==> src/hw/rtl/qjtg_pkg.sv <==
// ----------------------------------------------------------------------------
// qjtg_pkg
// shared constants, types and codes of the quintic joint trajectory generator
// ----------------------------------------------------------------------------
package qjtg_pkg;

	// joint count and field widths
	localparam int MAX_JOINTS = 7;
	localparam int NUM_JOINTS = 7;
	localparam int JIDX_W     = $clog2(MAX_JOINTS);
	localparam int ANGLE_W    = 20;
	localparam int TICK_W     = 16;
	localparam int DUR_W      = 27;
	localparam int ELAPSED_W  = 32;
	localparam int CFG_IDX_W  = 3;
	localparam int CFG_DATA_W = 27;

	// fixed point: tau is q0.16, s is q1.16 capped at one
	localparam int FRAC_W     = 16;
	localparam int S_W        = FRAC_W + 1;
	localparam int P_W        = 20;
	localparam int MUL_A_W    = FRAC_W;
	localparam int MUL_B_W    = P_W;
	localparam int MUL_W      = MUL_A_W + MUL_B_W;
	localparam int DIV_STEPS  = FRAC_W;
	localparam int DIV_CNT_W  = $clog2(DIV_STEPS + 1);

	// smoothstep coefficients
	localparam int COEF_T5    = 6;
	localparam int COEF_T4    = 15;
	localparam int COEF_T3    = 10;
	localparam logic [S_W-1:0] S_ONE = S_W'(1 << FRAC_W);

	typedef logic signed [ANGLE_W-1:0] angle_t;

	typedef enum logic {
		MODE_START = 1'b0,
		MODE_TICK  = 1'b1
	} mode_e;

	typedef enum logic [CFG_IDX_W-1:0] {
		REG_GOAL_J0  = 3'd0,
		REG_GOAL_J1  = 3'd1,
		REG_GOAL_J2  = 3'd2,
		REG_GOAL_J3  = 3'd3,
		REG_GOAL_J4  = 3'd4,
		REG_GOAL_J5  = 3'd5,
		REG_GOAL_J6  = 3'd6,
		REG_DURATION = 3'd7
	} cfg_reg_e;

	localparam angle_t GOAL_RESET [MAX_JOINTS] = '{
		20'sd0, -20'sd51472, 20'sd0, -20'sd154416, 20'sd0, 20'sd102944, 20'sd51472
	};
	localparam logic [DUR_W-1:0] DUR_RESET = 27'd10000000;

	typedef struct packed {
		mode_e               mode;
		logic [TICK_W-1:0]   tick_us;
		angle_t              pos_j0;
		angle_t              pos_j1;
		angle_t              pos_j2;
		angle_t              pos_j3;
		angle_t              pos_j4;
		angle_t              pos_j5;
		angle_t              pos_j6;
	} in_item_t;

	typedef struct packed {
		angle_t cmd_j0;
		angle_t cmd_j1;
		angle_t cmd_j2;
		angle_t cmd_j3;
		angle_t cmd_j4;
		angle_t cmd_j5;
		angle_t cmd_j6;
		logic   arrived;
	} out_item_t;

	// lane issue control
	typedef struct packed {
		logic go;
		logic arrived;
	} lane_ctl_t;

	typedef enum logic [2:0] {
		ST_IDLE,
		ST_CHECK,
		ST_DIV,
		ST_POLY,
		ST_LANES,
		ST_MERGE
	} top_state_e;

	typedef enum logic [2:0] {
		PH_IDLE,
		PH_SQUARE,
		PH_CUBE,
		PH_PRODUCT,
		PH_CAP
	} poly_phase_e;

endpackage

==> src/hw/rtl/qjtg_lane.sv <==
// ----------------------------------------------------------------------------
// qjtg_lane
// one joint: cmd = start + floor((goal - start) * s / 2^16), or goal on arrival
// ----------------------------------------------------------------------------
module qjtg_lane (
	input  logic                      clk,
	input  logic                      arst_n,
	input  qjtg_pkg::lane_ctl_t       ctl,
	input  qjtg_pkg::angle_t          goal,
	input  qjtg_pkg::angle_t          origin,
	input  logic [qjtg_pkg::S_W-1:0]  s,
	output logic                      vld,
	output qjtg_pkg::angle_t          cmd
);
	import qjtg_pkg::*;

	localparam int D_W  = ANGLE_W + 1;
	localparam int SM_W = S_W + 1;
	localparam int PR_W = D_W + SM_W;
	localparam int SH_W = PR_W - FRAC_W;

	logic                   vld_s1, vld_s2, vld_s3;
	logic                   arr_s1, arr_s2;
	logic signed [D_W-1:0]  diff_s1;
	logic signed [PR_W-1:0] prod_s2;
	angle_t                 cmd_s3;
	logic [SH_W-1:0]        sum;

	// arithmetic shift of the product is the floor towards minus infinity
	assign sum = SH_W'(origin) + prod_s2[PR_W-1:FRAC_W];

	always_ff @(posedge clk or negedge arst_n) begin
		if (!arst_n) begin
			vld_s1 <= 1'b0;
			vld_s2 <= 1'b0;
			vld_s3 <= 1'b0;
		end else begin
			vld_s1 <= ctl.go;
			vld_s2 <= vld_s1;
			vld_s3 <= vld_s2;
		end
	end

	always_ff @(posedge clk) begin
		if (ctl.go) begin
			diff_s1 <= D_W'(goal) - D_W'(origin);
			arr_s1  <= ctl.arrived;
		end
		if (vld_s1) begin
			prod_s2 <= PR_W'(diff_s1) * PR_W'($signed({1'b0, s}));
			arr_s2  <= arr_s1;
		end
		if (vld_s2) cmd_s3 <= arr_s2 ? goal : sum[ANGLE_W-1:0];
	end

	assign vld = vld_s3;
	assign cmd = cmd_s3;

endmodule

==> config.mk <==
export PLATFORM = sky130hd
export DESIGN_NAME = qjtg_lane
export DESIGN_NICKNAME = d
export VERILOG_FILES = /design/src/hw/rtl/qjtg_pkg.sv /design/src/hw/rtl/qjtg_lane.sv
export SDC_FILE = /design/constraint.sdc
export NUM_CORES = 1
export LEC_CHECK = 0
export BUFFER_PORTS_ARGS = -buffer_cell sky130_fd_sc_hd__buf_2
export CORE_MARGIN = 2
export CORE_UTILIZATION = 30
export DETAILED_ROUTE_END_ITERATION = 8
export GPL_ROUTABILITY_DRIVEN = 0
export HOLD_SLACK_MARGIN = 0.02
export PLACE_DENSITY_LB_ADDON = 0.2
export SLEW_MARGIN = 20
export SYNTH_ARGS = -nofsm -noshare
export SYNTH_HDL_FRONTEND = slang
export SYNTH_SLANG_ARGS = --single-unit
==> constraint.sdc <==
create_clock -name clk -period 12.9 [get_ports clk]
set_input_delay 0.645 -clock clk [delete_from_list [all_inputs] [get_ports clk]]
set_output_delay 0.645 -clock clk [all_outputs]
set_load 0.005 [all_outputs]
==> metrics <==
sequential cell area fraction in the yosys report=0.123; area leader, netlist=fa_1; Final Cycle Share=0.570; Setup crit end=prod_s2[34]; GR Util All Layers=0.144; outcome=complete, no violations; CTS hold repair buffers=0; flops & latches, synth=66; largest cells by area after synthesis=fa_1 42%, edfxtp_1 12%, inv_1 11%; Final TNS setup=0 ns; crit path DAT=7.44 ns; # IOs=82; hpwl dp=32.1 mm; clock latency on the worst-skew pair=0.34 ns; CP max-delay cell=edfxtp_1; worst-path cell chain=nand2_1 > fa_1 > inv_1 > fa_1 > fa_1 > fa_1 > fa_1 > inv_1 > fa_1 > inv_1 > ha_1 > a21oi_2 > o21ai_2 > a41o_1 > or3_1 > o221a_4 > o41a_4 > a221o_2 > a211o_2 > a21oi_2 > xnor2_1; Slew Viols, Final=0; antenna-violating nets left=0; Worst path max stage delay=0.84 ns; Synth async-reset ratio=0.0455; Setup crit start=diff_s1[10]; GR Layer Usage met3=0.0178; Period minus WS final=7.35 ns; Initial DRT Pass Iterations=4; worst setup path class=reg -> reg; initial antenna violation count=1; # diodes=0; synth warn=0; Rows=84; CTS tree=done; number of synthesized flops with an enable pin=63; post-synth cell types=53; Buffers on Ports=81; crit-path max FO=17; Initial Util=0.304; CP endpoint kind=register; CTS Buffer Depth=2; number of global-route vias before repair=11900; clk sink count=66; WL/cell=15.6 µm; Post-layout nets=2288; total setup buffers inserted after CTS=0; die area=55400 µm²; total wire length=38.3 mm; worst-case reg-to-reg path depth=21; met1 Use GR=0.178; Layout area overhead=8.43%; clk_skew=0.00514 ns; post-CTS sizing=0; slew of the pin with the lowest slew margin=0.960 ns; DR vias/cell=4.48; largest net degree at the start of global routing=34; total gr overflow=0; max frequency=136 MHz; CP required=12.99 ns; Die W=235 µm; first-pass GRT wire length=63.2 mm; Reg2Reg Setup Slack=5.55 ns; placed insts=2443; Core Util, Final=0.330; Via Count=11000; hold slack final=0.0898 ns; endpoints failing hold=0; Syn Inst Count=1731; Synth Cell Area=16100 µm²; top cell type's share of synthesized area=0.419; startpoint types=register; max-cap viol count=0; relative slew slack=0.360; syn_area_per_cell=9.27 µm²; final setup vio count=0; busiest grt layer=met2; Core Area=52800 µm²; cts bufs inserted=9; capturing point of the worst reg2reg path=prod_s2[34]; H-tree depth=3; most frequent cell after synthesis=inv_1; clk root buf=clkbuf_16; chip height=235 µm; worst hold path class=in -> async; ys flop type=edfxtp_1; Final Non-Filler Cells=2457; unrepaired setup endpoints after global routing=false; clk slew on worst S/H paths=0.05 ns; crit-path most repeated cell=fa_1; RR Startpoint=diff_s1[10]; most frequent cells after synthesis=458 x inv_1, 336 x fa_1, 220 x nand2_1; GR Util met2=0.273; Post-Syn Nets=2253; layout cell share with drive strength beyond 1=0.0633; drt drc=0; number of DRC markers in iteration 0=422
[registers in the layout, indices dropped and copies added (netlist names)]
name and count:
cmd 20, diff_s1 21, vld_s2 1, prod_s2 20
vld_s1 1, vld 1, arr_s1 1, arr_s2 1
[per-layer routing]
| metal | vias to the layer above | wire length [µm] |
|---|---|---|
| li1 | 5191 | - |
| met1 | 5700 | 16200 |
| met2 | 100 | 20900 |
| met3 | 25 | 760 |
| met4 | 2 | 462 |
| met5 | - | 9 |
[critical path: cells and delay by family, from the launching register on]
family	cells	cell delay (ns)
flip-flops	1	0.84
adder cells (fa/ha/maj)	7	3.44
buffers and inverters	3	0.14
AND/OR/NAND/NOR	2	0.50
AO/OA/AOI/OAI	8	2.09
XOR/XNOR	1	0.07
[how the worst min path moves through the flow]
stage | endpoint | slack, ns | cells past startpoint
detailed placement | arr_s2 | 0.41 | 0
global route | vld | 0.08 | 1
floorplan | vld | 0.35 | 0
CTS | vld | 0.08 | 1
finish | vld | 0.09 | 1
global placement | arr_s2 | 0.40 | 0
[cell families after synthesis]
kind of cell | after synthesis | synth area share
simple gates | 498 | 0.153
fa+ha+maj | 461 | 0.516
mux | 7 | 0.00468
buf+inv | 516 | 0.121
compound gates | 124 | 0.0510
xor+xnor | 59 | 0.0322
flops | 66 | 0.123
[layout by cell type, fill, tap and decap left out, types with 29 or more instances in the layout]
master	n
inv_1	458
fa_1	336
nand2_1	220
and2_1	172
ha_1	125
buf_2	81
edfxtp_1	63
xnor2_1	42
o21ai_0	39
nor2_1	37
a21oi_1	29
[layout make-up]
cell class / instances / area, µm²
well taps: 688 / 861
inverters: 458 / 1720
flip-flops and latches: 66 / 1970
clock inverters: 4 / 68.8
fillers: 5574 / 35400
repair buffers: 82 / 413
multi-input cells: 1149 / 12200
clock buffers: 10 / 229
[through the flow]
stage	worst slack [ns]	cell area, µm²
floorplan	5.89	16100
global placement	5.38	17100
detailed placement	5.33	17100
CTS	5.46	17400
global route	5.21	17400
finish	5.55	17400
Power is left out: the tool's default activity adds up to more than one toggle a clock period on the data nets, which glitch-free logic cannot reach.
