**src/hw/rtl/qjtg_pkg.sv**
```systemverilog
// ----------------------------------------------------------------------------
// qjtg_pkg
// shared constants, types and codes of the quintic joint trajectory generator
// ----------------------------------------------------------------------------
package qjtg_pkg;

	// joint count and field widths
	localparam int MAX_JOINTS = 7;
	localparam int NUM_JOINTS = 7;
	localparam int JIDX_W     = $clog2(MAX_JOINTS);
	localparam int ANGLE_W    = 20;
	localparam int TICK_W     = 16;
	localparam int DUR_W      = 27;
	localparam int ELAPSED_W  = 32;
	localparam int CFG_IDX_W  = 3;
	localparam int CFG_DATA_W = 27;

	// fixed point: tau is q0.16, s is q1.16 capped at one
	localparam int FRAC_W     = 16;
	localparam int S_W        = FRAC_W + 1;
	localparam int P_W        = 20;
	localparam int MUL_A_W    = FRAC_W;
	localparam int MUL_B_W    = P_W;
	localparam int MUL_W      = MUL_A_W + MUL_B_W;
	localparam int DIV_STEPS  = FRAC_W;
	localparam int DIV_CNT_W  = $clog2(DIV_STEPS + 1);

	// smoothstep coefficients
	localparam int COEF_T5    = 6;
	localparam int COEF_T4    = 15;
	localparam int COEF_T3    = 10;
	localparam logic [S_W-1:0] S_ONE = S_W'(1 << FRAC_W);

	typedef logic signed [ANGLE_W-1:0] angle_t;

	typedef enum logic {
		MODE_START = 1'b0,
		MODE_TICK  = 1'b1
	} mode_e;

	typedef enum logic [CFG_IDX_W-1:0] {
		REG_GOAL_J0  = 3'd0,
		REG_GOAL_J1  = 3'd1,
		REG_GOAL_J2  = 3'd2,
		REG_GOAL_J3  = 3'd3,
		REG_GOAL_J4  = 3'd4,
		REG_GOAL_J5  = 3'd5,
		REG_GOAL_J6  = 3'd6,
		REG_DURATION = 3'd7
	} cfg_reg_e;

	localparam angle_t GOAL_RESET [MAX_JOINTS] = '{
		20'sd0, -20'sd51472, 20'sd0, -20'sd154416, 20'sd0, 20'sd102944, 20'sd51472
	};
	localparam logic [DUR_W-1:0] DUR_RESET = 27'd10000000;

	typedef struct packed {
		mode_e               mode;
		logic [TICK_W-1:0]   tick_us;
		angle_t              pos_j0;
		angle_t              pos_j1;
		angle_t              pos_j2;
		angle_t              pos_j3;
		angle_t              pos_j4;
		angle_t              pos_j5;
		angle_t              pos_j6;
	} in_item_t;

	typedef struct packed {
		angle_t cmd_j0;
		angle_t cmd_j1;
		angle_t cmd_j2;
		angle_t cmd_j3;
		angle_t cmd_j4;
		angle_t cmd_j5;
		angle_t cmd_j6;
		logic   arrived;
	} out_item_t;

	// lane issue control
	typedef struct packed {
		logic go;
		logic arrived;
	} lane_ctl_t;

	typedef enum logic [2:0] {
		ST_IDLE,
		ST_CHECK,
		ST_DIV,
		ST_POLY,
		ST_LANES,
		ST_MERGE
	} top_state_e;

	typedef enum logic [2:0] {
		PH_IDLE,
		PH_SQUARE,
		PH_CUBE,
		PH_PRODUCT,
		PH_CAP
	} poly_phase_e;

endpackage

```
**src/hw/rtl/qjtg_div.sv**
```systemverilog
// ----------------------------------------------------------------------------
// qjtg_div
// restoring divider, one quotient bit a cycle: tau = num * 2^16 / den, num < den
// ----------------------------------------------------------------------------
module qjtg_div (
	input  logic                         clk,
	input  logic                         arst_n,
	input  logic                         start,
	input  logic [qjtg_pkg::DUR_W-1:0]   num,
	input  logic [qjtg_pkg::DUR_W-1:0]   den,
	output logic                         done,
	output logic [qjtg_pkg::FRAC_W-1:0]  quot
);
	import qjtg_pkg::*;

	logic                 busy_q;
	logic                 done_q;
	logic [DIV_CNT_W-1:0] cnt_q;
	logic [DUR_W-1:0]     rem_q;
	logic [FRAC_W-1:0]    quot_q;
	logic [DUR_W:0]       shifted;
	logic [DUR_W:0]       diff;
	logic                 ge;

	always_comb begin
		shifted = {rem_q, 1'b0};
		ge      = shifted >= {1'b0, den};
		diff    = shifted - {1'b0, den};
	end

	always_ff @(posedge clk or negedge arst_n) begin
		if (!arst_n) begin
			busy_q <= 1'b0;
			done_q <= 1'b0;
			cnt_q  <= '0;
		end else begin
			done_q <= !start && busy_q && (cnt_q == DIV_CNT_W'(1));
			if (start) begin
				busy_q <= 1'b1;
				cnt_q  <= DIV_CNT_W'(DIV_STEPS);
			end else if (busy_q) begin
				cnt_q <= cnt_q - DIV_CNT_W'(1);
				if (cnt_q == DIV_CNT_W'(1)) begin
					busy_q <= 1'b0;
				end
			end
		end
	end

	always_ff @(posedge clk) begin
		if (start) begin
			rem_q  <= num;
			quot_q <= '0;
		end else if (busy_q) begin
			rem_q  <= ge ? diff[DUR_W-1:0] : shifted[DUR_W-1:0];
			quot_q <= {quot_q[FRAC_W-2:0], ge};
		end
	end

	assign done = done_q;
	assign quot = quot_q;

endmodule

```
**config.mk**
```make
export PLATFORM = sky130hd
export DESIGN_NAME = qjtg_div
export DESIGN_NICKNAME = d
export VERILOG_FILES = /design/src/hw/rtl/qjtg_pkg.sv /design/src/hw/rtl/qjtg_div.sv
export SDC_FILE = /design/constraint.sdc
export NUM_CORES = 1
export LEC_CHECK = 0
export ABC_AREA = 1
export BUFFER_PORTS_ARGS = -buffer_cell sky130_fd_sc_hd__buf_4
export CORE_MARGIN = 2
export CORE_UTILIZATION = 58
export DETAILED_ROUTE_END_ITERATION = 16
export GPL_ROUTABILITY_DRIVEN = 0
export PLACE_DENSITY = 0.85
export SYNTH_ARGS = -nofsm -noshare
export SYNTH_HDL_FRONTEND = slang
export SYNTH_SLANG_ARGS = --single-unit
export TNS_END_PERCENT = 10
```
**constraint.sdc**
```tcl
create_clock -name clk -period 2.7 [get_ports clk]
set_input_delay 0.27 -clock clk [delete_from_list [all_inputs] [get_ports clk]]
set_output_delay 0.27 -clock clk [all_outputs]
set_load 0.02 [all_outputs]
```
==> metrics.json <==
{
  "yosysWarningCount": 0,
  "synth_common_cells": "264 x nand2_1, 179 x inv_1, 64 x nand3_1",
  "synthFlopType": "edfxtp_1",
  "cell_internal_pwr_w": 0.00244,
  "first_global_vias": 4624,
  "worst_r2r_start": "rem_q[0]",
  "mapped_cells": 748,
  "total_power_w": 0.00491,
  "synth_fp_nets": 835,
  "min_period_ns": 2.48,
  "core.rowCount": 32,
  "max-cap-violations": 0,
  "ys_seq_elements": 50,
  "max_slew_violation_total_from_the_final_report": 0,
  "comb_power_share": 0.651,
  "synth_cell_types": 35,
  "tightest_slew_ns": 0.573,
  "synth_most_common_cell": "nand2_1",
  "1st_pass_router_iterations": 5,
  "finalSetupViolCount": 0,
  "finish.instance_area_sq_um": 5400,
  "worstSetupStartpoint": "rem_q[0]",
  "seqPwrFrac": 0.246,
  "routed_wirelength_um": 12200,
  "mappedNetlistArea_sq_um": 4640,
  "drt_iter0_markers": 322,
  "p_leak_nw": 3.14,
  "synth_sequential_area_ratio": 0.282,
  "io_pins": 74,
  "clk_path_buf_depth": 2,
  "p_clk_frac": 0.103,
  "grt_max_degree": 31,
  "worst_ep_arrival_ns": 2.56,
  "max_slew_headroom_at_the_worst_pin": 0.617,
  "synth_edf_count": 27,
  "antenna_violations_before_repair": 0,
  "grt_pass1_wl_um": 20300,
  "n_antenna_cell": 0,
  "layout.nets": 908,
  "worst_slack_ns": 0.224,
  "tritoncts_num_sinks": 50,
  "hold_crit_path_type": "in -> reg",
  "cp_max_fo": 17,
  "final.setup.tns_ns": 0,
  "asyncSetResetFlopFracSynth": 0.140,
  "die_w_um": 93.4,
  "synthTopCellsByArea": "nand2_1 21%, edfxtp_1 17%, inv_1 14%, ha_1 7.8%, dfxtp_1 6.9%",
  "dpl.hpwl_um": 9400,
  "mean_syn_cell_area_sq_um": 6.20,
  "hold_viol_final": 0,
  "clock_tree_skew_after_final_layout_ns": 0.0139,
  "drc_errors_left": 0,
  "clock_root_buffer": "clkbuf_8",
  "worst_setup_path_end_kind": "register",
  "track_usage": 0.288,
  "start_util": 0.600,
  "run_status": "completed",
  "die_h_um": 93.4,
  "postLayoutCoreUtil": 0.699,
  "synthDominantAreaCellType": "nand2_1",
  "dp_slack_ns": 0.181,
  "worst_min_delay_path_startpoint": "num[23]",
  "placed_area_sq_um": 5300,
  "netSwitchingFraction": 0.502,
  "post_cts_buffers": 0,
  "maxClockFrequency_mhz": 404,
  "cts_inserted_buffers": 5,
  "clkLatencyLatePin_ns": 0.33,
  "post_cts_resize_count": 0,
  "rsz0062_at_grt": "false",
  "timing.critical_path.from_type": "register",
  "viasPerCell": 5.16,
  "switch_pwr_w": 0.00247,
  "floorplan.core_area_sq_um": 7730,
  "grt-ovfl-total": 0,
  "die_area_sq_um": 8730,
  "cts_tree": "done",
  "cts.reportedPaths.clkPinSlew_ns": 0.12,
  "worst_ir_drop_vdd_mv": 0.506,
  "netlist.area_leader.share": 0.214,
  "cp.required_ns": 2.78,
  "timing_worst_setup_path_type": "reg -> reg",
  "route.detailed.wl_per_inst_um": 13.2,
  "area_growth_pct": 16.5,
  "layout_worst_path_cycle_share": 0.917,
  "final_layout_size_suffix_gt1_frac": 0.137,
  "powerDensity_nw_per_um2": 909,
  "portBuffers": 73,
  "drt_antenna_net_count": 0,
  "cts.htree.levels": 2,
  "num_vias": 4766
}
[stage by stage]
stage	hold slack (ns)	instances
2_1_floorplan	-0.0256	748
3_3_place_gp	0.0847	915
3_5_place_dp	0.0879	915
4_1_cts	0.197	924
5_1_grt	0.205	924
6_report	0.207	924
[worst max-delay path, cell delays in order (launching register included)]
cell	delay [ns]
edfxtp_1	0.45
fa_1	0.47
nand3_1	0.12
nand3_1	0.11
nand3_1	0.10
nand3_1	0.18
nand2_4	0.21
buf_4	0.28
nand4_1	0.13
nand3_1	0.11
nand2_1	0.06
[sequential cells by signal, summed over array words and instances, names as in the netlist]
register / count
busy_q: 1
cnt_q: 5
done: 1
quot: 16
rem_q: 27
[power by group through the flow]
stage | Sequential [W] | Clock [W] | Combinational (W)
global route | 0.00123 | 0.000537 | 0.00363
CTS | 0.00121 | 0.000519 | 0.00316
finish | 0.00121 | 0.000507 | 0.00319
floorplan | 0.00120 | 0 | 0.00245
detailed placement | 0.00122 | 0 | 0.00313
global placement | 0.00121 | 0 | 0.00305
[worst paths after layout]
kind                             end  slack [ns]  cells past startpoint
max                         rem_q[9]        0.22                     10
min                        rem_q[23]        0.21                      3
max reg2reg                 rem_q[9]        0.22                     10
min reg2reg                 quot[15]        0.50                      2
max in group asynchronous   cnt_q[3]        2.30                      2
min in group asynchronous   cnt_q[0]        0.27                      2
[cells in the final DEF (no fill, tap or decap), types with 2 or more instances in the layout]
cell type and instances:
clkinv_4 2, a21oi_1 14, nand3_1 64, edfxtp_1 27, o21ai_0 6, nand2_1 264
nand3b_1 2, nand2_2 6, clkbuf_8 5, nor2_2 3, o22ai_1 15, inv_2 4
buf_4 82, nor2_4 4, dfxtp_1 16, xnor2_1 12, nand4_1 34, nor2_1 31
dfrtp_1 7, ha_1 29, and2_1 2, inv_1 179
[logic make-up after synthesis]
family	count (synthesis)	synth area share
AND/OR/NAND/NOR	417	0.398
buffers and inverters	201	0.167
flip-flops	50	0.282
AO/OA/AOI/OAI	38	0.0480
adder cells (fa/ha/maj)	30	0.0826
XOR/XNOR	12	0.0227
[routing by layer]
metal  vias up  part of all wire  global-route usage  routed length, um
met3        25             0.062              0.0451                758
met5         -                 0                   0                  0
met2       163              0.49               0.513               5910
met1      2127              0.43               0.345               5170
met4         0             0.026               0.115                320
li1       2451                 -                   -                  -
[layout make-up]
type / instances / area, sq um
timing repair buffer: 83 / 626
multi-input combinational: 497 / 2550
clock buffer: 5 / 68.8
sequential: 50 / 1310
clock inverter: 3 / 28.8
tap: 102 / 128
fill: 672 / 2320
inverter: 184 / 691
[repair_timing]
action / CTS / global route
hold endpoints to repair: 7 / 0
hold buffers: 1 / 0
endpoints found under the setup margin: 0 / 0
No activity file was read; power rests on OpenSTA's default activity.
