--- config.mk ---
export PLATFORM = sky130hd
export DESIGN_NAME = qjtg_poly
export DESIGN_NICKNAME = d
export VERILOG_FILES = /design/src/hw/rtl/qjtg_pkg.sv /design/src/hw/rtl/qjtg_poly.sv
export SDC_FILE = /design/constraint.sdc
export NUM_CORES = 1
export LEC_CHECK = 0
export BUFFER_PORTS_ARGS = -buffer_cell sky130_fd_sc_hd__buf_4
export CELL_PAD_IN_SITES_DETAIL_PLACEMENT = 0
export CELL_PAD_IN_SITES_GLOBAL_PLACEMENT = 1
export CORE_UTILIZATION = 35
export CTS_CLUSTER_SIZE = 14
export DETAILED_ROUTE_END_ITERATION = 10
export PLACE_DENSITY_LB_ADDON = 0.1
export SLEW_MARGIN = 20
export SYNTH_ARGS = -nofsm -noshare
export SYNTH_HDL_FRONTEND = slang
export SYNTH_SLANG_ARGS = --single-unit
--- constraint.sdc ---
create_clock -name clk -period 8.5 [get_ports clk]
set_input_delay 0 -clock clk [delete_from_list [all_inputs] [get_ports clk]]
set_output_delay 0 -clock clk [all_outputs]
set_load 0.05 [all_outputs]
--- src/hw/rtl/qjtg_pkg.sv ---
// ----------------------------------------------------------------------------
// qjtg_pkg
// shared constants, types and codes of the quintic joint trajectory generator
// ----------------------------------------------------------------------------
package qjtg_pkg;

	// joint count and field widths
	localparam int MAX_JOINTS = 7;
	localparam int NUM_JOINTS = 7;
	localparam int JIDX_W     = $clog2(MAX_JOINTS);
	localparam int ANGLE_W    = 20;
	localparam int TICK_W     = 16;
	localparam int DUR_W      = 27;
	localparam int ELAPSED_W  = 32;
	localparam int CFG_IDX_W  = 3;
	localparam int CFG_DATA_W = 27;

	// fixed point: tau is q0.16, s is q1.16 capped at one
	localparam int FRAC_W     = 16;
	localparam int S_W        = FRAC_W + 1;
	localparam int P_W        = 20;
	localparam int MUL_A_W    = FRAC_W;
	localparam int MUL_B_W    = P_W;
	localparam int MUL_W      = MUL_A_W + MUL_B_W;
	localparam int DIV_STEPS  = FRAC_W;
	localparam int DIV_CNT_W  = $clog2(DIV_STEPS + 1);

	// smoothstep coefficients
	localparam int COEF_T5    = 6;
	localparam int COEF_T4    = 15;
	localparam int COEF_T3    = 10;
	localparam logic [S_W-1:0] S_ONE = S_W'(1 << FRAC_W);

	typedef logic signed [ANGLE_W-1:0] angle_t;

	typedef enum logic {
		MODE_START = 1'b0,
		MODE_TICK  = 1'b1
	} mode_e;

	typedef enum logic [CFG_IDX_W-1:0] {
		REG_GOAL_J0  = 3'd0,
		REG_GOAL_J1  = 3'd1,
		REG_GOAL_J2  = 3'd2,
		REG_GOAL_J3  = 3'd3,
		REG_GOAL_J4  = 3'd4,
		REG_GOAL_J5  = 3'd5,
		REG_GOAL_J6  = 3'd6,
		REG_DURATION = 3'd7
	} cfg_reg_e;

	localparam angle_t GOAL_RESET [MAX_JOINTS] = '{
		20'sd0, -20'sd51472, 20'sd0, -20'sd154416, 20'sd0, 20'sd102944, 20'sd51472
	};
	localparam logic [DUR_W-1:0] DUR_RESET = 27'd10000000;

	typedef struct packed {
		mode_e               mode;
		logic [TICK_W-1:0]   tick_us;
		angle_t              pos_j0;
		angle_t              pos_j1;
		angle_t              pos_j2;
		angle_t              pos_j3;
		angle_t              pos_j4;
		angle_t              pos_j5;
		angle_t              pos_j6;
	} in_item_t;

	typedef struct packed {
		angle_t cmd_j0;
		angle_t cmd_j1;
		angle_t cmd_j2;
		angle_t cmd_j3;
		angle_t cmd_j4;
		angle_t cmd_j5;
		angle_t cmd_j6;
		logic   arrived;
	} out_item_t;

	// lane issue control
	typedef struct packed {
		logic go;
		logic arrived;
	} lane_ctl_t;

	typedef enum logic [2:0] {
		ST_IDLE,
		ST_CHECK,
		ST_DIV,
		ST_POLY,
		ST_LANES,
		ST_MERGE
	} top_state_e;

	typedef enum logic [2:0] {
		PH_IDLE,
		PH_SQUARE,
		PH_CUBE,
		PH_PRODUCT,
		PH_CAP
	} poly_phase_e;

endpackage

--- src/hw/rtl/qjtg_poly.sv ---
// ----------------------------------------------------------------------------
// qjtg_poly
// smoothstep s = 6tau^5 - 15tau^4 + 10tau^3 over one shared multiplier
// ----------------------------------------------------------------------------
module qjtg_poly (
	input  logic                        clk,
	input  logic                        arst_n,
	input  logic                        start,
	input  logic [qjtg_pkg::FRAC_W-1:0] tau,
	output logic                        done,
	output logic [qjtg_pkg::S_W-1:0]    s
);
	import qjtg_pkg::*;

	poly_phase_e          phase_q;
	poly_phase_e          phase_d;
	logic                 done_q;
	logic [FRAC_W-1:0]    tau_q;
	logic [P_W-1:0]       p_q;
	logic [MUL_W-1:0]     prod_q;
	logic [S_W-1:0]       s_q;
	logic [MUL_A_W-1:0]   mul_a;
	logic [MUL_B_W-1:0]   mul_b;
	logic [FRAC_W-1:0]    prod_hi;
	logic [P_W:0]         p_sum;
	logic [MUL_W-FRAC_W-1:0] s_raw;

	always_ff @(posedge clk or negedge arst_n) begin
		if (!arst_n) begin
			phase_q <= PH_IDLE;
			done_q  <= 1'b0;
		end else begin
			phase_q <= phase_d;
			done_q  <= (phase_q == PH_CAP);
		end
	end

	// next phase and multiplier operand select
	always_comb begin
		phase_d = phase_q;
		mul_a   = tau_q;
		mul_b   = MUL_B_W'(tau_q);
		case (phase_q)
			PH_IDLE: begin
				if (start) phase_d = PH_SQUARE;
			end
			PH_SQUARE: begin
				phase_d = PH_CUBE;
			end
			PH_CUBE: begin
				mul_a   = prod_hi;
				phase_d = PH_PRODUCT;
			end
			PH_PRODUCT: begin
				mul_a   = prod_hi;
				mul_b   = p_q;
				phase_d = PH_CAP;
			end
			PH_CAP: begin
				phase_d = PH_IDLE;
			end
			default: begin
				phase_d = PH_IDLE;
			end
		endcase
	end

	assign prod_hi = prod_q[2*FRAC_W-1:FRAC_W];
	assign s_raw   = prod_q[MUL_W-1:FRAC_W];

	// p = 6 t2 - 15 tau + 10, always positive and at most ten, so it fits in 20 bits
	assign p_sum = ((P_W+1)'(COEF_T3) << FRAC_W)
		+ ((P_W+1)'(prod_hi) * (P_W+1)'(COEF_T5))
		- ((P_W+1)'(tau_q) * (P_W+1)'(COEF_T4));

	always_ff @(posedge clk) begin
		if (phase_q == PH_IDLE && start) tau_q <= tau;
		if (phase_q == PH_SQUARE || phase_q == PH_CUBE || phase_q == PH_PRODUCT) begin
			prod_q <= MUL_W'(mul_a) * MUL_W'(mul_b);
		end
		if (phase_q == PH_CUBE) p_q <= p_sum[P_W-1:0];
		if (phase_q == PH_CAP) begin
			s_q <= (s_raw > (MUL_W-FRAC_W)'(S_ONE)) ? S_ONE : s_raw[S_W-1:0];
		end
	end

	assign done = done_q;
	assign s    = s_q;

endmodule

==> flow_metrics.py, run 1 <==
metrics = {
    "status": {
        "status": "completed",
    },
    "synthesis": {
        "synth_flop_cell": "edfxtp_1",
        "synth.area.mux_share": 0.00241,
        "synth_top_area_frac": 0.380,
        "yosys-top-cells-area": "fa_1 (38%), edfxtp_1 (14%), ha_1 (14%)",
        "yosys.area_share.simple": 0.136,
        "synthArstFlopShare": 0.0519,
        "postSynthAreaPerCell_um2": 9.34,
        "synth_edf_count": 73,
        "yosys_warnings": 0,
        "synthAdderAreaFrac": 0.516,
        "syn_area_um2": 15600,
        "ys_seq_area_frac": 0.147,
        "ys_seq_elements": 77,
        "synth_compound_area_frac": 0.0708,
        "synth_top_family_by_area": "adder cells",
        "syn-num-nets": 2149,
        "synth-xor-area-share": 0.0242,
        "ys_types": 67,
        "synthCells": 1665,
        "yosys.area.top_type": "fa_1",
    },
    "setup_path": {
        "cp_num_buf_inv": 5,
        "critPathMostFrequentCell": "fa_1",
        "required_ps": 8630,
        "crit_chain": "nand3b_1 -> inv_1 -> buf_12 -> a21o_1 -> nand2_1 -> fa_1 -> fa_1 -> fa_1 -> inv_1 -> fa_1 -> fa_1 -> inv_1 -> fa_1 -> inv_1 -> ha_1 -> nand4_1 -> nor4_1 -> nand4_2 -> nand4_4 -> nand3_4 -> o21ai_4 -> a311oi_1 -> a211oi_2 -> xor2_1",
        "crit_family": "adder cells",
        "end_kind": "flop",
        "cp.arrival_ps": 7810,
        "worstPathMaxFanout": 29,
        "crit_type": "reg2reg",
        "start_kind": "flop",
        "max_stage_delay_ps": 570,
        "critPathSlowestCell": "dfrtp_1",
    },
    "global_route": {
        "grt.total_usage": 0.226,
        "grt_antenna_before_repair": 0,
        "grt_pass1_vias": 12300,
        "gr-total-overflow": 0,
        "grt_pass1_wl_mm": 74.4,
        "grt_max_degree": 32,
    },
    "clocking": {
        "cts_hold_buf": 19,
        "cts_max_level": 3,
        "ctsResizeCount": 0,
        "clock_latency_ps": 390,
        "numCtsBuffers": 9,
        "tritoncts": "yes",
        "cts_root_buf": "clkbuf_16",
        "postCtsSetupBuffers": 0,
        "path_clk_slew_ps": 70,
        "clock_sinks": 77,
        "clock_path_buffers": 2,
    },
    "place": {
        "gp_congestion": 0.854,
        "portBuffers": 36,
        "dp_hpwl_mm": 39.7,
    },
    "floorplan": {
        "io_pins": 37,
        "coreArea_um2": 43500,
        "row_count": 76,
        "die_area_um2": 45300,
        "die_x_um": 213,
        "dieHeight_um": 213,
        "initial_core_util": 0.358,
    },
    "routing": {
        "vias": 11200,
        "drc": 0,
        "avgViaCountPerCell": 4.85,
        "wirelength_mm": 46.7,
        "post_drt_wl_per_cell_um": 20.2,
        "antenna_left": 0,
        "drt_iter0_markers": 730,
        "drt_pre_antenna_iters": 5,
    },
    "timing": {
        "hold_violations": 0,
        "timing.fmax_ghz": 0.130,
        "rsz0062_at_grt": "no",
        "finalCritPeriodShare": 0.904,
        "skew_ps": 16.4,
        "tightest_slew_ps": 1060,
        "setup_viol": 0,
        "period_needed_ps": 7690,
        "maxSlewHeadroom": 0.291,
        "final_max_slew_viol_count": 0,
        "setup-tns-final_ps": 0,
    },
    "layout": {
        "area_growth_pct": 10.6,
        "insertedDiodeCount": 0,
        "layout_common_cells": "inv_1 (373), fa_1 (295), nor2_1 (201)",
        "fin_nets": 2208,
        "final_common_cell": "inv_1",
        "fillers": 4491,
        "drive_gt1_frac": 0.0648,
    },
    "min_path": {
        "hold_path.class": "in2reg",
    },
    "run": {
        "drv_cap": 0,
    },
}
state kept, by name (all words and copies together), names as in the netlist:
register  flops
done          1
p_q          20
phase_q       3
prod_q       20
s            17
tau_q        16
final cells by class:
type,count,area [um^2],share of cell area
clock inverters,5,60.1,0.00349
repair buffers,98,796,0.0463
well taps,585,732,0.0426
multi-input cells,1165,11700,0.679
flip-flops and latches,77,2290,0.133
clock buffers,11,233,0.0135
inverters,373,1400,0.0814
stage by stage:
stage	worst slack, ps	cells	area [um^2]	hold WS (ps)	utilization
floorplan	1490	1665	15600	-296	-
global placement	947	2279	16700	-179	0.385
detailed placement	795	2279	16700	-179	0.385
CTS	792	2314	17200	310	0.396
global route	253	2314	17200	321	0.396
finish	813	2314	17200	325	0.396
cells by family after synthesis:
| kind of cell | after synthesis |
|---|---|
| AO/OA/AOI/OAI | 165 |
| adder cells (fa/ha/maj) | 465 |
| multiplexers | 2 |
| buffers and inverters | 423 |
| XOR/XNOR | 43 |
| flip-flops | 77 |
| AND/OR/NAND/NOR | 490 |
path summary, 6_finish.rpt:
path,start,to,slack [ps],depth (start not counted)
worst max-delay path,phase_q[0],prod_q[33],810,24
worst min-delay path,tau[7],tau_q[7],330,2
worst max register to register,phase_q[0],prod_q[33],810,24
worst min register to register,prod_q[33],s[16],590,1
max in group asynchronous,arst_n,phase_q[2],7630,3
min in group asynchronous,arst_n,done,620,3
worst reg2reg max path, delay by kind of cell, from the launching register on:
family / cells / cell delay [ps]
xor+xnor: 1 / 110
buf+inv: 5 / 740
fa+ha+maj: 7 / 3280
compound gates: 4 / 1190
flops: 1 / 570
simple gates: 7 / 1550
synthesized netlist by cell type (all sizes together) (23+ instances only):
library cell and instances:
and2 25, nor2 202, a21o 37, fa 295
ha 170, nand2 195, o21ai 23, edfxtp 73
clkbuf 42, inv 373, a21oi 56, xnor2 31
metal layers:
layer / vias to the layer above / track usage / share of wire / routed length [um]
met3: 42 / 0.0297 / 0.031 / 1470
met4: 0 / 0.0516 / 0.022 / 1020
li1: 5233 / - / - / -
met2: 192 / 0.389 / 0.49 / 22800
met1: 5746 / 0.301 / 0.46 / 21400
met5: - / 0 / 0 / 0
Power of run 1 is left out: the tool's default activity adds up to more than one toggle a clock period on the data nets, which glitch-free logic cannot reach.
==> run 2: changes to the inputs <==
Clock period 8.5 ns to 6.3 ns, I/O delays scaled along.
==> run 2 against run 1 <==
Net effect: via count rose by 8.9%; count of clock-buffer cells in the layout is 2 lower; register-to-register slack lost 1300 ps; clock skew is 8.3 ps lower; worst setup slack got worse by 1300 ps; the flow now finishes with violations (setup timing); critical path type unchanged.
==> flow_metrics.py, run 2 (synthesis results as in run 1) <==
metrics = {
    "status": {
        "violations": "setup timing",
        "status": "complete, but fails checks",
    },
    "routing": {
        "avgViaCountPerCell": 4.69,
        "drt_pre_antenna_iters": 5,
        "post_drt_wl_per_cell_um": 18.9,
        "vias": 12200,
        "wirelength_mm": 49.1,
        "drt_iter0_markers": 582,
        "drc": 0,
        "antenna_left": 0,
    },
    "clocking": {
        "clock_latency_ps": 350,
        "clock_sinks": 77,
        "tritoncts": "yes",
        "numCtsBuffers": 9,
        "cts_max_level": 3,
        "path_clk_slew_ps": 70,
        "clock_path_buffers": 2,
        "cts_root_buf": "clkbuf_16",
    },
    "floorplan": {
        "die_area_um2": 45300,
        "row_count": 76,
        "initial_core_util": 0.358,
        "die_x_um": 213,
        "dieHeight_um": 213,
        "io_pins": 37,
        "coreArea_um2": 43500,
    },
    "layout": {
        "drive_gt1_frac": 0.255,
        "insertedDiodeCount": 0,
        "area_growth_pct": 32.1,
        "fin_nets": 2496,
        "fillers": 4242,
        "final_common_cell": "inv_1",
        "regArea_um2": 2290,
        "multiInputGateArea_um2": 12300,
        "layout_common_cells": "inv_1 (363), buf_4 (313), fa_1 (287)",
        "final_cells": 2602,
    },
    "setup_path": {
        "reg2reg_from": "phase_q[2]",
        "worstReg2RegEnd": "prod_q[26]",
        "required_ps": 6510,
        "critPathSlowestCell": "fa_1",
        "start_kind": "flop",
        "endpoint": "prod_q[26]",
        "crit_family": "adder cells",
        "worstPathMaxFanout": 8,
        "end_kind": "flop",
        "max_stage_delay_ps": 590,
        "rr_worst_depth": 27,
        "cp_num_cells": 27,
        "rrSetupSlack_ps": -490,
        "crit_type": "reg2reg",
        "cp_num_buf_inv": 8,
        "cp.arrival_ps": 7010,
        "critPathMostFrequentCell": "fa_1",
        "crit_start": "phase_q[2]",
    },
    "place": {
        "dp_hpwl_mm": 42.4,
        "portBuffers": 36,
        "gp_congestion": 0.873,
        "dp_cells": 2518,
    },
    "timing": {
        "setup_viol": 20,
        "skew_ps": 8.11,
        "rsz0062_at_grt": "yes",
        "finalCritPeriodShare": 1.08,
        "period_needed_ps": 6790,
        "final_max_slew_viol_count": 0,
        "maxSlewHeadroom": 0.308,
        "hold_violations": 0,
        "setup_ws_ps": -492,
        "tightest_slew_ps": 1030,
        "timing.fmax_ghz": 0.147,
    },
    "global_route": {
        "grt_pass1_vias": 13200,
        "grt_antenna_before_repair": 0,
        "grt_pass1_wl_mm": 76.5,
        "grt.total_usage": 0.231,
        "gr-total-overflow": 0,
        "grt_max_degree": 21,
    },
    "min_path": {
        "hold_path.class": "in2reg",
        "hp-start": "tau[13]",
    },
    "run": {
        "drv_cap": 0,
    },
}
-- run 2: cell count changes in the layout (fill, tap and decap cells not counted), moves of 9 or more --
cell     previous run  this run
inv_2               0         9
nor2_4              0        10
nor2_1            201       168
buf_6               0        18
buf_12              1        30
a21oi_2             0        11
inv_1             373       363
nor2_2              1        24
buf_4              78       313
ha_1              170       161
a21oi_1            56        38
-- run 2: area by class of cell --
type                            count  area share
Multi-Input combinational cell   1165       0.601
Clock buffer                        9      0.0110
Timing Repair Buffer              386       0.170
Sequential cell                    77       0.112
Inverter                          373      0.0683
Clock inverter                      7     0.00280
Tap cell                          585      0.0356
-- run 2: timing repair --
item	4_1_cts	5_1_grt
buffers inserted	35	21
pin swaps	27	32
cloned	5	0
setup endpoints to repair	20	20
hold buffers	19	0
endpoints found under the hold margin	21	0
resized for setup	106	38
-- run 2: worst min path at each step --
| stage | endpoint | slack, ps | cells past startpoint |
|---|---|---|---|
| after floorplan | done | -300 | 0 |
| after global placement | done | -180 | 1 |
| after detailed placement | done | -180 | 1 |
| after CTS | tau_q[9] | 360 | 2 |
| after global routing | tau_q[14] | 360 | 2 |
| final | tau_q[13] | 370 | 2 |
-- run 2: stage by stage --
| step | area, um^2 | util | hold WS, ps | TNS, ps | setup slack [ps] |
|---|---|---|---|---|---|
| 6_report | 20500 | 0.473 | 373 | -6870 | -492 |
| 3_5_place_dp | 18900 | 0.436 | -183 | -8850 | -645 |
| 2_1_floorplan | 15800 | - | -296 | -308 | -151 |
| 3_3_place_gp | 18900 | 0.436 | -184 | -8020 | -582 |
| 4_1_cts | 20300 | 0.466 | 357 | -5560 | -429 |
| 5_1_grt | 20500 | 0.473 | 362 | -11630 | -729 |
-- run 2: worst reg2reg max path, stage by stage, from the launching register on --
cell	delay [ps]
dfrtp_1	390
nand3b_1	230
inv_4	150
buf_6	130
buf_16	120
a21o_1	230
nand2_1	110
fa_1	590
fa_2	460
fa_1	530
inv_2	40
fa_1	480
fa_1	490
inv_1	50
fa_1	470
inv_1	40
ha_1	280
nand4_1	160
buf_4	140
a211oi_2	30
nor3_2	300
nand4_4	150
nand3_4	140
buf_6	130
a21boi_4	50
o21a_1	210
or4b_1	470
nand4_1	90
-- run 2: routing by layer --
| layer | part of all wire | routed length, um | global-route usage | vias up |
|---|---|---|---|---|
| met4 | 0.027 | 1300 | 0.0585 | 0 |
| met2 | 0.50 | 24600 | 0.411 | 213 |
| met1 | 0.45 | 21900 | 0.303 | 6125 |
| li1 | - | - | - | 5818 |
| met5 | 0 | 0 | 0 | - |
| met3 | 0.026 | 1260 | 0.0197 | 51 |
Power of run 2 is left out for the same reason.
